`src/rtl/cwpc_pkg.sv`:
```
// Shared types and constants for the cache write port controller.
package cwpc_pkg;

  localparam int TAG_WORD_W  = 32;
  localparam int TAG_WIDTH_DEF = 32;

  localparam int REQ_FLAGS_W = 4;
  localparam int CACHE_OP_W  = 2;
  localparam int BANK_SEL_W  = 2;
  localparam int TRAP_W      = 2;
  localparam int LINES_W     = 5;
  localparam int BUS_STAT_W  = 2;
  localparam int BUS_OP_W    = 3;
  localparam int STATE_W     = 5;

  // request_flags bits
  localparam int RF_WRITE  = 0;
  localparam int RF_DIRECT = 1;
  localparam int RF_SCOND  = 2;
  localparam int RF_SCOK   = 3;

  // grant / request line bits
  localparam int LN_LOCK = 0;
  localparam int LN_TAGR = 1;
  localparam int LN_TAGW = 2;
  localparam int LN_BANK = 3;
  localparam int LN_BUS  = 4;

  // tag word bits
  localparam int TB_VALID = 0;
  localparam int TB_DIRTY = 1;
  localparam int TB_WRITE = 2;
  localparam int TB_USER  = 3;

  // trap_flags bits
  localparam int TR_USER    = 0;
  localparam int TR_NONUSER = 1;

  // bus_status bits
  localparam int BS_BUSY = 0;
  localparam int BS_WOK  = 1;

  // bus operation codes
  localparam logic [BUS_OP_W-1:0] BOP_NONE    = 3'd0;
  localparam logic [BUS_OP_W-1:0] BOP_DIRECT  = 3'd1;
  localparam logic [BUS_OP_W-1:0] BOP_REPLACE = 3'd2;
  localparam logic [BUS_OP_W-1:0] BOP_SP_OFS  = 3'd2;

  localparam logic [CACHE_OP_W-1:0] COP_NONE = 2'd0;

  typedef struct packed {
    logic [REQ_FLAGS_W-1:0] request_flags;
    logic [CACHE_OP_W-1:0]  cache_op;
    logic [BANK_SEL_W-1:0]  bank_select;
    logic [TRAP_W-1:0]      trap_flags;
    logic [TAG_WORD_W-1:0]  tag_word_in;
    logic [LINES_W-1:0]     grant_flags;
    logic [BUS_STAT_W-1:0]  bus_status;
  } cwpc_item_t;

  typedef struct packed {
    logic                  write_ack;
    logic                  port_write_ok;
    logic [BUS_OP_W-1:0]   bus_operation;
    logic [LINES_W-1:0]    request_lines;
    logic                  tag_write;
    logic                  bank_write;
    logic [TAG_WORD_W-1:0] tag_word_out;
    logic [STATE_W-1:0]    state_code;
  } cwpc_result_t;

endpackage

```
`src/rtl/cwpc_intf.sv`:
```
// Valid/ready channel interfaces for sampled port beats and result beats.
interface cwpc_in_if
  import cwpc_pkg::*;
();
  logic                   valid;
  logic                   ready;
  logic [REQ_FLAGS_W-1:0] request_flags;
  logic [CACHE_OP_W-1:0]  cache_op;
  logic [BANK_SEL_W-1:0]  bank_select;
  logic [TRAP_W-1:0]      trap_flags;
  logic [TAG_WORD_W-1:0]  tag_word_in;
  logic [LINES_W-1:0]     grant_flags;
  logic [BUS_STAT_W-1:0]  bus_status;

  modport source (
    output valid, request_flags, cache_op, bank_select, trap_flags,
           tag_word_in, grant_flags, bus_status,
    input  ready
  );
  modport sink (
    input  valid, request_flags, cache_op, bank_select, trap_flags,
           tag_word_in, grant_flags, bus_status,
    output ready
  );
endinterface

interface cwpc_out_if
  import cwpc_pkg::*;
();
  logic                  valid;
  logic                  ready;
  logic                  write_ack;
  logic                  port_write_ok;
  logic [BUS_OP_W-1:0]   bus_operation;
  logic [LINES_W-1:0]    request_lines;
  logic                  tag_write;
  logic                  bank_write;
  logic [TAG_WORD_W-1:0] tag_word_out;
  logic [STATE_W-1:0]    state_code;

  modport source (
    output valid, write_ack, port_write_ok, bus_operation, request_lines,
           tag_write, bank_write, tag_word_out, state_code,
    input  ready
  );
  modport sink (
    input  valid, write_ack, port_write_ok, bus_operation, request_lines,
           tag_write, bank_write, tag_word_out, state_code,
    output ready
  );
endinterface

```
`src/rtl/cache_write_port_controller_unit.sv`:
```
// Top level of the cache write port controller.
// Path: each beat passes through the input register, then the state machine, then the result register.
// Throughput: one beat per cycle while the result register has room; each beat is one step of the state machine.
// The state register and held tag advance only when a beat moves into the result register.
// Reset: state idle, held tag zero, input and result registers empty.
module cache_write_port_controller_unit
  import cwpc_pkg::*;
#(
  parameter int TAG_WIDTH = TAG_WIDTH_DEF
)(
  input  logic       clk,
  input  logic       rst_n,
  cwpc_in_if.sink    in_ch,
  cwpc_out_if.source out_ch
);

  logic         item_valid;
  logic         room;
  logic         advance;
  cwpc_item_t   item;
  cwpc_result_t res;

  assign advance = item_valid && room;

  cwpc_in_stage u_in (
    .clk        (clk),
    .rst_n      (rst_n),
    .in_ch      (in_ch),
    .advance    (advance),
    .item_valid (item_valid),
    .item       (item)
  );

  cwpc_fsm #(
    .TAG_WIDTH (TAG_WIDTH)
  ) u_fsm (
    .clk     (clk),
    .rst_n   (rst_n),
    .step_en (advance),
    .item    (item),
    .res     (res)
  );

  cwpc_out_stage u_out (
    .clk     (clk),
    .rst_n   (rst_n),
    .advance (advance),
    .res     (res),
    .room    (room),
    .out_ch  (out_ch)
  );

endmodule

```
`src/rtl/cwpc_in_stage.sv`:
```
// Input register stage: captures one sampled beat per cycle while its ready is high.
module cwpc_in_stage
  import cwpc_pkg::*;
(
  input  logic           clk,
  input  logic           rst_n,
  cwpc_in_if.sink        in_ch,
  input  logic           advance,
  output logic           item_valid,
  output cwpc_item_t     item
);

  logic       valid_r;
  cwpc_item_t item_r;

  assign in_ch.ready = !valid_r || advance;
  assign item_valid  = valid_r;
  assign item        = item_r;

  always_ff @(posedge clk) begin
    if (!rst_n) begin
      valid_r <= 1'b0;
    end else if (in_ch.ready) begin
      valid_r <= in_ch.valid;
    end
  end

  always_ff @(posedge clk) begin
    if (in_ch.valid && in_ch.ready) begin
      item_r.request_flags <= in_ch.request_flags;
      item_r.cache_op      <= in_ch.cache_op;
      item_r.bank_select   <= in_ch.bank_select;
      item_r.trap_flags    <= in_ch.trap_flags;
      item_r.tag_word_in   <= in_ch.tag_word_in;
      item_r.grant_flags   <= in_ch.grant_flags;
      item_r.bus_status    <= in_ch.bus_status;
    end
  end

endmodule

```
`src/rtl/cwpc_fsm.sv`:
```
// Write port state machine: one step per beat, Mealy outputs, held tag.
module cwpc_fsm
  import cwpc_pkg::*;
#(
  parameter int TAG_WIDTH = TAG_WIDTH_DEF
)(
  input  logic         clk,
  input  logic         rst_n,
  input  logic         step_en,
  input  cwpc_item_t   item,
  output cwpc_result_t res
);

  localparam int HeldW = (TAG_WIDTH < TAG_WORD_W) ? TAG_WIDTH : TAG_WORD_W;

  typedef enum logic [STATE_W-1:0] {
    ST_IDLE         = 5'd0,
    ST_DIRECT       = 5'd1,
    ST_RELEASE      = 5'd2,
    ST_READ         = 5'd3,
    ST_WR_BOTH      = 5'd4,
    ST_WR_TAG       = 5'd5,
    ST_WR_BANK      = 5'd6,
    ST_MISS_ARB     = 5'd7,
    ST_MISS_RELEASE = 5'd8,
    ST_MISS_TAGREQ  = 5'd9,
    ST_MISS_READ    = 5'd10,
    ST_REPLACE      = 5'd11,
    ST_REPLACE_WAIT = 5'd12,
    ST_SP_RELEASE   = 5'd13,
    ST_SP_START     = 5'd14,
    ST_SP_WAIT      = 5'd15,
    ST_FAULT        = 5'd16
  } state_t;

  state_t             state_r, state_nxt;
  logic [HeldW-1:0]   held_r, held_nxt;
  logic [HeldW-1:0]   tin;
  logic [HeldW-1:0]   held_dirty;
  logic               wr, direct, scond, scok, busy;
  logic [LINES_W-1:0] g;

  function automatic state_t judge_tag(input logic [HeldW-1:0] t,
                                       input logic [TRAP_W-1:0] trap,
                                       input state_t miss_state);
    logic trapped;
    trapped = t[TB_USER] ? trap[TR_USER] : trap[TR_NONUSER];
    if (!t[TB_VALID]) begin
      return miss_state;
    end else if (!t[TB_WRITE] || trapped) begin
      return ST_FAULT;
    end else if (t[TB_DIRTY]) begin
      return ST_WR_BANK;
    end else begin
      return ST_WR_BOTH;
    end
  endfunction

  assign tin        = item.tag_word_in[HeldW-1:0];
  assign held_dirty = held_r | HeldW'(1 << TB_DIRTY);
  assign wr         = item.request_flags[RF_WRITE];
  assign direct     = item.request_flags[RF_DIRECT];
  assign scond      = item.request_flags[RF_SCOND];
  assign scok       = item.request_flags[RF_SCOK];
  assign busy       = item.bus_status[BS_BUSY];
  assign g          = item.grant_flags;

  always_comb begin
    res               = '0;
    res.bus_operation = BOP_NONE;
    res.tag_word_out  = TAG_WORD_W'(held_r);
    res.state_code    = state_r;
    state_nxt         = state_r;
    held_nxt          = held_r;
    unique case (state_r)
      ST_IDLE: begin
        if (wr) begin
          if (direct) begin
            res.request_lines[LN_BUS] = 1'b1;
            res.bus_operation         = BOP_DIRECT;
            if (g[LN_BUS] && !busy) state_nxt = ST_DIRECT;
          end else if (scond && !scok) begin
            res.write_ack = 1'b1;
          end else begin
            res.request_lines[LN_LOCK] = 1'b1;
            res.request_lines[LN_TAGR] = 1'b1;
            if (g[LN_TAGR]) state_nxt = g[LN_LOCK] ? ST_READ : ST_RELEASE;
          end
        end else if (item.cache_op != COP_NONE) begin
          res.request_lines[LN_BUS]  = 1'b1;
          res.request_lines[LN_LOCK] = 1'b1;
          if (g[LN_LOCK] && !g[LN_BUS]) state_nxt = ST_SP_RELEASE;
          if (g[LN_BUS] && !busy) state_nxt = ST_SP_START;
        end
      end
      ST_DIRECT: begin
        res.request_lines[LN_BUS] = 1'b1;
        res.bus_operation         = BOP_DIRECT;
        res.port_write_ok         = item.bus_status[BS_WOK];
        if (busy) begin
          res.write_ack = 1'b1;
          state_nxt     = ST_IDLE;
        end
      end
      ST_RELEASE: begin
        res.request_lines[LN_LOCK] = 1'b1;
        if (g[LN_LOCK]) state_nxt = ST_IDLE;
      end
      ST_READ: begin
        res.request_lines[LN_LOCK] = 1'b1;
        res.request_lines[LN_TAGR] = 1'b1;
        res.tag_word_out           = TAG_WORD_W'(tin);
        held_nxt                   = tin;
        state_nxt                  = judge_tag(tin, item.trap_flags, ST_MISS_ARB);
      end
      ST_WR_BOTH: begin
        res.request_lines[LN_LOCK] = 1'b1;
        res.request_lines[LN_TAGW] = 1'b1;
        res.request_lines[LN_BANK] = 1'b1;
        res.tag_word_out           = TAG_WORD_W'(held_dirty);
        if (g[LN_BANK]) begin
          res.bank_write = 1'b1;
          state_nxt      = ST_WR_TAG;
        end
        if (g[LN_TAGW]) begin
          res.tag_write = 1'b1;
          state_nxt     = ST_WR_BANK;
        end
        if (g[LN_BANK] && g[LN_TAGW]) begin
          res.write_ack     = 1'b1;
          res.port_write_ok = 1'b1;
          state_nxt         = ST_IDLE;
        end
      end
      ST_WR_TAG: begin
        res.request_lines[LN_LOCK] = 1'b1;
        res.request_lines[LN_TAGW] = 1'b1;
        res.tag_word_out           = TAG_WORD_W'(held_dirty);
        if (g[LN_TAGW]) begin
          res.tag_write     = 1'b1;
          res.write_ack     = 1'b1;
          res.port_write_ok = 1'b1;
          state_nxt         = ST_IDLE;
        end
      end
      ST_WR_BANK: begin
        res.request_lines[LN_LOCK] = 1'b1;
        res.request_lines[LN_BANK] = 1'b1;
        res.bank_write             = 1'b1;
        if (g[LN_BANK]) begin
          res.write_ack     = 1'b1;
          res.port_write_ok = 1'b1;
          state_nxt         = ST_IDLE;
        end
      end
      ST_MISS_ARB: begin
        res.request_lines[LN_BUS]  = 1'b1;
        res.request_lines[LN_LOCK] = 1'b1;
        if (g[LN_BUS] && !busy && g[LN_LOCK]) begin
          state_nxt = ST_MISS_TAGREQ;
        end else if (!g[LN_BUS] && g[LN_LOCK]) begin
          state_nxt = ST_MISS_RELEASE;
        end
      end
      ST_MISS_RELEASE: begin
        res.request_lines[LN_BUS] = 1'b1;
        if (g[LN_BUS]) state_nxt = ST_MISS_ARB;
      end
      ST_MISS_TAGREQ: begin
        res.request_lines[LN_BUS]  = 1'b1;
        res.request_lines[LN_LOCK] = 1'b1;
        res.request_lines[LN_TAGR] = 1'b1;
        if (g[LN_TAGR]) state_nxt = ST_MISS_READ;
      end
      ST_MISS_READ: begin
        res.request_lines[LN_BUS]  = 1'b1;
        res.request_lines[LN_LOCK] = 1'b1;
        res.request_lines[LN_TAGR] = 1'b1;
        held_nxt                   = tin;
        state_nxt                  = judge_tag(tin, item.trap_flags, ST_REPLACE);
      end
      ST_REPLACE: begin
        res.request_lines[LN_BUS]  = 1'b1;
        res.request_lines[LN_LOCK] = 1'b1;
        res.bus_operation          = BOP_REPLACE;
        if (busy) state_nxt = ST_REPLACE_WAIT;
      end
      ST_REPLACE_WAIT: begin
        res.request_lines[LN_BUS]  = 1'b1;
        res.request_lines[LN_LOCK] = 1'b1;
        if (!busy) begin
          res.request_lines[LN_TAGR] = 1'b1;
          state_nxt = g[LN_TAGR] ? ST_READ : ST_IDLE;
        end
      end
      ST_SP_RELEASE: begin
        res.request_lines[LN_BUS] = 1'b1;
        if (g[LN_BUS]) state_nxt = ST_IDLE;
      end
      ST_SP_START: begin
        res.request_lines[LN_BUS]  = 1'b1;
        res.request_lines[LN_LOCK] = 1'b1;
        if (item.cache_op != COP_NONE) begin
          res.bus_operation = {1'b0, item.cache_op} + BOP_SP_OFS;
        end
        if (busy) state_nxt = ST_SP_WAIT;
      end
      ST_SP_WAIT: begin
        res.request_lines[LN_BUS]  = 1'b1;
        res.request_lines[LN_LOCK] = 1'b1;
        if (!busy) begin
          res.write_ack     = 1'b1;
          res.port_write_ok = 1'b1;
          state_nxt         = ST_IDLE;
        end
      end
      ST_FAULT: begin
        res.write_ack = 1'b1;
        state_nxt     = ST_IDLE;
      end
      default: begin
        state_nxt = ST_IDLE;
      end
    endcase
  end

  always_ff @(posedge clk) begin
    if (!rst_n) begin
      state_r <= ST_IDLE;
      held_r  <= '0;
    end else if (step_en) begin
      state_r <= state_nxt;
      held_r  <= held_nxt;
    end
  end

  a_ack_to_idle: assert property (@(posedge clk) disable iff (!rst_n)
    step_en && res.write_ack |=> state_r == ST_IDLE)
    else $error("acknowledge did not return to idle");

  a_hold_state: assert property (@(posedge clk) disable iff (!rst_n)
    !step_en |=> $stable(state_r) && $stable(held_r))
    else $error("state moved without a beat");

  a_tag_write_dirty: assert property (@(posedge clk) disable iff (!rst_n)
    res.tag_write |-> res.tag_word_out[TB_DIRTY])
    else $error("tag written without dirty bit");

  a_bank_write_state: assert property (@(posedge clk) disable iff (!rst_n)
    res.bank_write |-> (state_r == ST_WR_BOTH || state_r == ST_WR_BANK))
    else $error("bank strobe outside write states");

endmodule

```
`src/rtl/cwpc_out_stage.sv`:
```
// Result register stage: holds one result beat until it is taken.
module cwpc_out_stage
  import cwpc_pkg::*;
(
  input  logic          clk,
  input  logic          rst_n,
  input  logic          advance,
  input  cwpc_result_t  res,
  output logic          room,
  cwpc_out_if.source    out_ch
);

  logic         valid_r;
  cwpc_result_t res_r;

  assign room = !valid_r || out_ch.ready;

  assign out_ch.valid         = valid_r;
  assign out_ch.write_ack     = res_r.write_ack;
  assign out_ch.port_write_ok = res_r.port_write_ok;
  assign out_ch.bus_operation = res_r.bus_operation;
  assign out_ch.request_lines = res_r.request_lines;
  assign out_ch.tag_write     = res_r.tag_write;
  assign out_ch.bank_write    = res_r.bank_write;
  assign out_ch.tag_word_out  = res_r.tag_word_out;
  assign out_ch.state_code    = res_r.state_code;

  always_ff @(posedge clk) begin
    if (!rst_n) begin
      valid_r <= 1'b0;
    end else if (room) begin
      valid_r <= advance;
    end
  end

  always_ff @(posedge clk) begin
    if (advance) begin
      res_r <= res;
    end
  end

endmodule
```
`src/flat_wrapper.sv`:
```
// flat-port wrapper written by rule: the top's interface ports become plain ports
module cache_write_port_controller_unit_flat import cwpc_pkg::*;
#(
  parameter int TAG_WIDTH = TAG_WIDTH_DEF
)
  (clk, rst_n, in_ch_valid, in_ch_request_flags, in_ch_cache_op, in_ch_bank_select, in_ch_trap_flags, in_ch_tag_word_in, in_ch_grant_flags, in_ch_bus_status, in_ch_ready, out_ch_valid, out_ch_write_ack, out_ch_port_write_ok, out_ch_bus_operation, out_ch_request_lines, out_ch_tag_write, out_ch_bank_write, out_ch_tag_word_out, out_ch_state_code, out_ch_ready);
  cwpc_in_if in_ch_i ();
  cwpc_out_if out_ch_i ();
  input  logic clk;
  input  logic rst_n;
  input wire logic [$bits(in_ch_i.valid)-1:0] in_ch_valid;
  input wire logic [$bits(in_ch_i.request_flags)-1:0] in_ch_request_flags;
  input wire logic [$bits(in_ch_i.cache_op)-1:0] in_ch_cache_op;
  input wire logic [$bits(in_ch_i.bank_select)-1:0] in_ch_bank_select;
  input wire logic [$bits(in_ch_i.trap_flags)-1:0] in_ch_trap_flags;
  input wire logic [$bits(in_ch_i.tag_word_in)-1:0] in_ch_tag_word_in;
  input wire logic [$bits(in_ch_i.grant_flags)-1:0] in_ch_grant_flags;
  input wire logic [$bits(in_ch_i.bus_status)-1:0] in_ch_bus_status;
  output wire logic [$bits(in_ch_i.ready)-1:0] in_ch_ready;
  output wire logic [$bits(out_ch_i.valid)-1:0] out_ch_valid;
  output wire logic [$bits(out_ch_i.write_ack)-1:0] out_ch_write_ack;
  output wire logic [$bits(out_ch_i.port_write_ok)-1:0] out_ch_port_write_ok;
  output wire logic [$bits(out_ch_i.bus_operation)-1:0] out_ch_bus_operation;
  output wire logic [$bits(out_ch_i.request_lines)-1:0] out_ch_request_lines;
  output wire logic [$bits(out_ch_i.tag_write)-1:0] out_ch_tag_write;
  output wire logic [$bits(out_ch_i.bank_write)-1:0] out_ch_bank_write;
  output wire logic [$bits(out_ch_i.tag_word_out)-1:0] out_ch_tag_word_out;
  output wire logic [$bits(out_ch_i.state_code)-1:0] out_ch_state_code;
  input wire logic [$bits(out_ch_i.ready)-1:0] out_ch_ready;
  assign in_ch_i.valid = in_ch_valid;
  assign in_ch_i.request_flags = in_ch_request_flags;
  assign in_ch_i.cache_op = in_ch_cache_op;
  assign in_ch_i.bank_select = in_ch_bank_select;
  assign in_ch_i.trap_flags = in_ch_trap_flags;
  assign in_ch_i.tag_word_in = in_ch_tag_word_in;
  assign in_ch_i.grant_flags = in_ch_grant_flags;
  assign in_ch_i.bus_status = in_ch_bus_status;
  assign in_ch_ready = in_ch_i.ready;
  assign out_ch_valid = out_ch_i.valid;
  assign out_ch_write_ack = out_ch_i.write_ack;
  assign out_ch_port_write_ok = out_ch_i.port_write_ok;
  assign out_ch_bus_operation = out_ch_i.bus_operation;
  assign out_ch_request_lines = out_ch_i.request_lines;
  assign out_ch_tag_write = out_ch_i.tag_write;
  assign out_ch_bank_write = out_ch_i.bank_write;
  assign out_ch_tag_word_out = out_ch_i.tag_word_out;
  assign out_ch_state_code = out_ch_i.state_code;
  assign out_ch_i.ready = out_ch_ready;
  cache_write_port_controller_unit #(.TAG_WIDTH(TAG_WIDTH)) u_core (.clk(clk), .rst_n(rst_n), .in_ch(in_ch_i), .out_ch(out_ch_i));
endmodule
```
`config.mk`:
```
export PLATFORM = sky130hd
export DESIGN_NAME = cache_write_port_controller_unit_flat
export DESIGN_NICKNAME = d
export VERILOG_FILES = /design/src/rtl/cwpc_pkg.sv /design/src/rtl/cwpc_intf.sv /design/src/rtl/cache_write_port_controller_unit.sv /design/src/rtl/cwpc_in_stage.sv /design/src/rtl/cwpc_fsm.sv /design/src/rtl/cwpc_out_stage.sv /design/src/flat_wrapper.sv
export SDC_FILE = /design/constraint.sdc
export NUM_CORES = 1
export LEC_CHECK = 0
export ABC_AREA = 1
export CORE_MARGIN = 3
export CORE_UTILIZATION = 55
export CTS_BUF_LIST = sky130_fd_sc_hd__clkbuf_8
export DETAILED_ROUTE_END_ITERATION = 8
export DONT_BUFFER_PORTS = 1
export PLACE_DENSITY = 0.77
export SETUP_SLACK_MARGIN = 0.05
export SLEW_MARGIN = 20
export SYNTH_ARGS = -nofsm -noshare
export SYNTH_HDL_FRONTEND = slang
export SYNTH_SLANG_ARGS = --single-unit
```
`constraint.sdc`:
```
create_clock -name clk -period 5.47 [get_ports clk]
set_input_delay 1.094 -clock clk [delete_from_list [all_inputs] [get_ports clk]]
set_output_delay 1.094 -clock clk [all_outputs]
set_load 0.03 [all_outputs]
```
==> results_dict.tcl <==
set metrics [dict create \
    seq_power_share_pct 54.2 \
    grt_pass1_vias 3736 \
    dp_hpwl_mm 7.903 \
    n_fill_cell 819 \
    syn-cell-area_um2 5584 \
    cp_num_buf_inv 3 \
    start_util_pct 56.87 \
    cts_tree "built" \
    synth_fp_nets 605 \
    cp_cell_sequence "inv_1 > a21oi_4 > buf_4 > nand2_4 > clkinv_2 > o21ai_0 > a21oi_1" \
    rows 36 \
    cell_internal_pwr_mw 1.700 \
    yosysTopAreaCell "edfxtp_1" \
    hp-class "flop to flop" \
    setup_viol 0 \
    min_path_cells 2 \
    synth-edff-count 96 \
    cp_max_fo 51 \
    syn_to_final_growth_pct 8.425 \
    post-route-util_pct 61.66 \
    cts_buffers 17 \
    grt_pass1_wl_mm 18.93 \
    period_needed_ns 2.697 \
    place.port_buffers 0 \
    synth_top_area_share_pct 51.62 \
    vdd_ir_drop_max_v 0.0002794 \
    drt_iter0_markers 223 \
    overflow 0 \
    relSlewSlack_pct 31.81 \
    cts_root_buffer "clkbuf_8" \
    hold_viol_final 0 \
    p_leak_nw 2.417 \
    drt_pre_antenna_iters 5 \
    drc_errors 0 \
    cts-resized-gates 0 \
    synth_cell_types 33 \
    powerDensity_nw_per_um2 375.3 \
    finalCritPeriodShare_pct 49.30 \
    viasPerCell 5.376 \
    top_level_ports 104 \
    ys_seq_area_share_pct 65.61 \
    cp_slowest_cell "clkinv_2" \
    finClkSkew_ns 0.01813 \
    synth_warnings 0 \
    grt_start_max_net_pins 52 \
    drive_gt1_share_pct 13.07 \
    rsz0062_at_grt "no" \
    status "finished, final reports clean" \
    tightest_slew_ns 1.021 \
    async_reset_ff_share_pct 0 \
    post-cts-setup-buffer-count 0 \
    fp.dieW_um 106.8 \
    syn_avg_cell_area_um2 10.12 \
    ys_seq_elements 135 \
    n_antenna_cell 0 \
    p_sw_share_pct 25.17 \
    cts.path.max_buffers 2 \
    slew_viol_final 0 \
    switchingPower_mw 0.5721 \
    drt.antenna.violating_nets 0 \
    synth_area_leaders "edfxtp_1 52%, dfxtp_1 14%, nand2_1 9.3%, nor2_1 6.8%, o21ai_1 2.7%" \
    design.die.area_um2 11400 \
    cts-htree-levels 4 \
    ys_top_cells_by_count "138 x nand2_1, 101 x nor2_1, 96 x edfxtp_1" \
    hp-start "u_core.u_fsm.held_r[17]" \
    r2r_start "u_core.u_fsm.state_r[1]" \
    crit_required_ns 5.78 \
    p_comb_share_pct 7.9 \
    clk_pin_slew_ns 0.07 \
    reg2reg_slack_ns 2.78 \
    min_to "u_core.u_fsm.held_r[17]" \
    arrival_ns 3.01 \
    routabilityCongestion 0.9100 \
    path_class "primary input to flop" \
    nNetsFinal 606 \
    antenna_found_initial 0 \
    post-synth-top-count-cell "nand2_1" \
    critPathTopFamily "buffers and inverters" \
    cp-end-kind "flop" \
    pwr-share-clk_pct 37.8 \
    worstSkewPairLatency_ns 0.44 \
    fmax_ghz 0.3708 \
    track_usage_pct 22.19 \
    ys.flop_type "edfxtp_1" \
    power_mw 2.272 \
    die_h_um 106.8 \
    setup_tns_ns 0 \
    vias 3758 \
    synthCells 552 \
    wl_per_cell_um 17.10 \
    cpPeakStageDelay_ns 0.52 \
    drv_cap 0 \
    reg2regPathDepth 8 \
    hold_buffers 0 \
    rr_endpoint "u_core.u_fsm.held_r[3]" \
    core_um2 9819 \
    cts.sinks 135 \
    worst_setup_path_start_kind "primary input" \
    drt-total-wl_mm 11.96 \
]
power by group through the flow:
stage / clock network, mW / registers [mW] / logic, mW
after floorplan: 0 / 1.24 / 0.150
after global placement: 0 / 1.25 / 0.175
after detailed placement: 0 / 1.25 / 0.178
after CTS: 0.875 / 1.23 / 0.179
after global routing: 0.920 / 1.24 / 0.203
final: 0.860 / 1.23 / 0.180
stage by stage:
step | hold slack [ns] | cells | setup slack (ns) | instance area, um2
2_1_floorplan | 0.4309 | 552 | 0.9693 | 5584
3_3_place_gp | 0.4628 | 667 | 2.379 | 5634
6_report | 0.4824 | 699 | 2.773 | 6055
4_1_cts | 0.4879 | 699 | 2.767 | 6055
5_1_grt | 0.5020 | 699 | 2.481 | 6055
3_5_place_dp | 0.4714 | 667 | 2.319 | 5634
layout make-up:
class	count	area [um2]	area share [%]
well taps	133	166.4	2.749
multi-input cells	360	1653	27.30
flip-flops and latches	135	3664	60.51
clock inverters	11	131.4	2.170
clock buffers	21	289.0	4.774
repair buffers	1	7.507	0.1240
inverters	38	143.9	2.377
tightest hold or removal path, stage by stage (launching register included):
cell	delay (ns)
dfxtp_1	0.33
nor2_1	0.05
nor2_1	0.08
routing by layer:
layer,GRT usage [%],part of all wire [%],up-vias
met5,0,0,-
met4,7.397,1.3,0
met3,8.368,7.2,18
met2,36.06,48,158
met1,27.45,43,1751
li1,-,-,1831
layout by cell type, fill, tap and decap left out, types with 2 or more instances in the layout:
cell	netlist	routed
dfxtp_1	39	39
o21ai_0	11	11
a31oi_1	2	2
a21oi_1	6	5
nand3_2	6	6
nor2_2	8	8
nand4_1	7	7
clkbuf_8	0	21
inv_1	27	29
nor3_1	4	4
nand3_1	22	22
bufinv_16	0	3
nor2_1	101	101
inv_2	10	11
nand2_2	10	10
nand2_1	138	138
clkinv_2	1	3
edfxtp_1	96	96
nor2_4	4	4
o21ai_1	30	30
worst max path at each step:
stage | from | endpoint | slack, ns | cells after the start
after floorplan | out_ch_ready | u_core.u_fsm.state_r[2] | 0.97 | 9
after global placement | out_ch_ready | u_core.u_fsm.held_r[0] | 2.38 | 7
after detailed placement | out_ch_ready | u_core.u_fsm.held_r[3] | 2.32 | 7
after CTS | u_core.u_fsm.state_r[4] | u_core.u_fsm.held_r[0] | 2.77 | 7
after global routing | u_core.u_fsm.state_r[1] | u_core.u_fsm.held_r[0] | 2.48 | 8
final | out_ch_ready | u_core.u_fsm.held_r[0] | 2.77 | 7
logic make-up after synthesis:
logic type             Yosys count  synth area share [%]
AOI/OAI and AO/OA               54                 5.355
DFF                            135                 65.61
and+or+nand+nor                306                 24.04
buffers and inverters           57                 4.997
state kept, by name (all words and copies together), names as in the netlist:
register / count
u_core.u_fsm.held_r: 32
u_core.u_fsm.state_r: 5
u_core.u_in.item: 47
u_core.u_in.item_valid: 1
u_core.u_out.out_ch.bank_write: 1
u_core.u_out.out_ch.bus_operation: 3
u_core.u_out.out_ch.port_write_ok: 1
u_core.u_out.out_ch.request_lines: 5
u_core.u_out.out_ch.state_code: 5
u_core.u_out.out_ch.tag_word_out: 32
u_core.u_out.out_ch.tag_write: 1
u_core.u_out.out_ch.valid: 1
u_core.u_out.out_ch.write_ack: 1
Power figures use the tool's default switching activity.
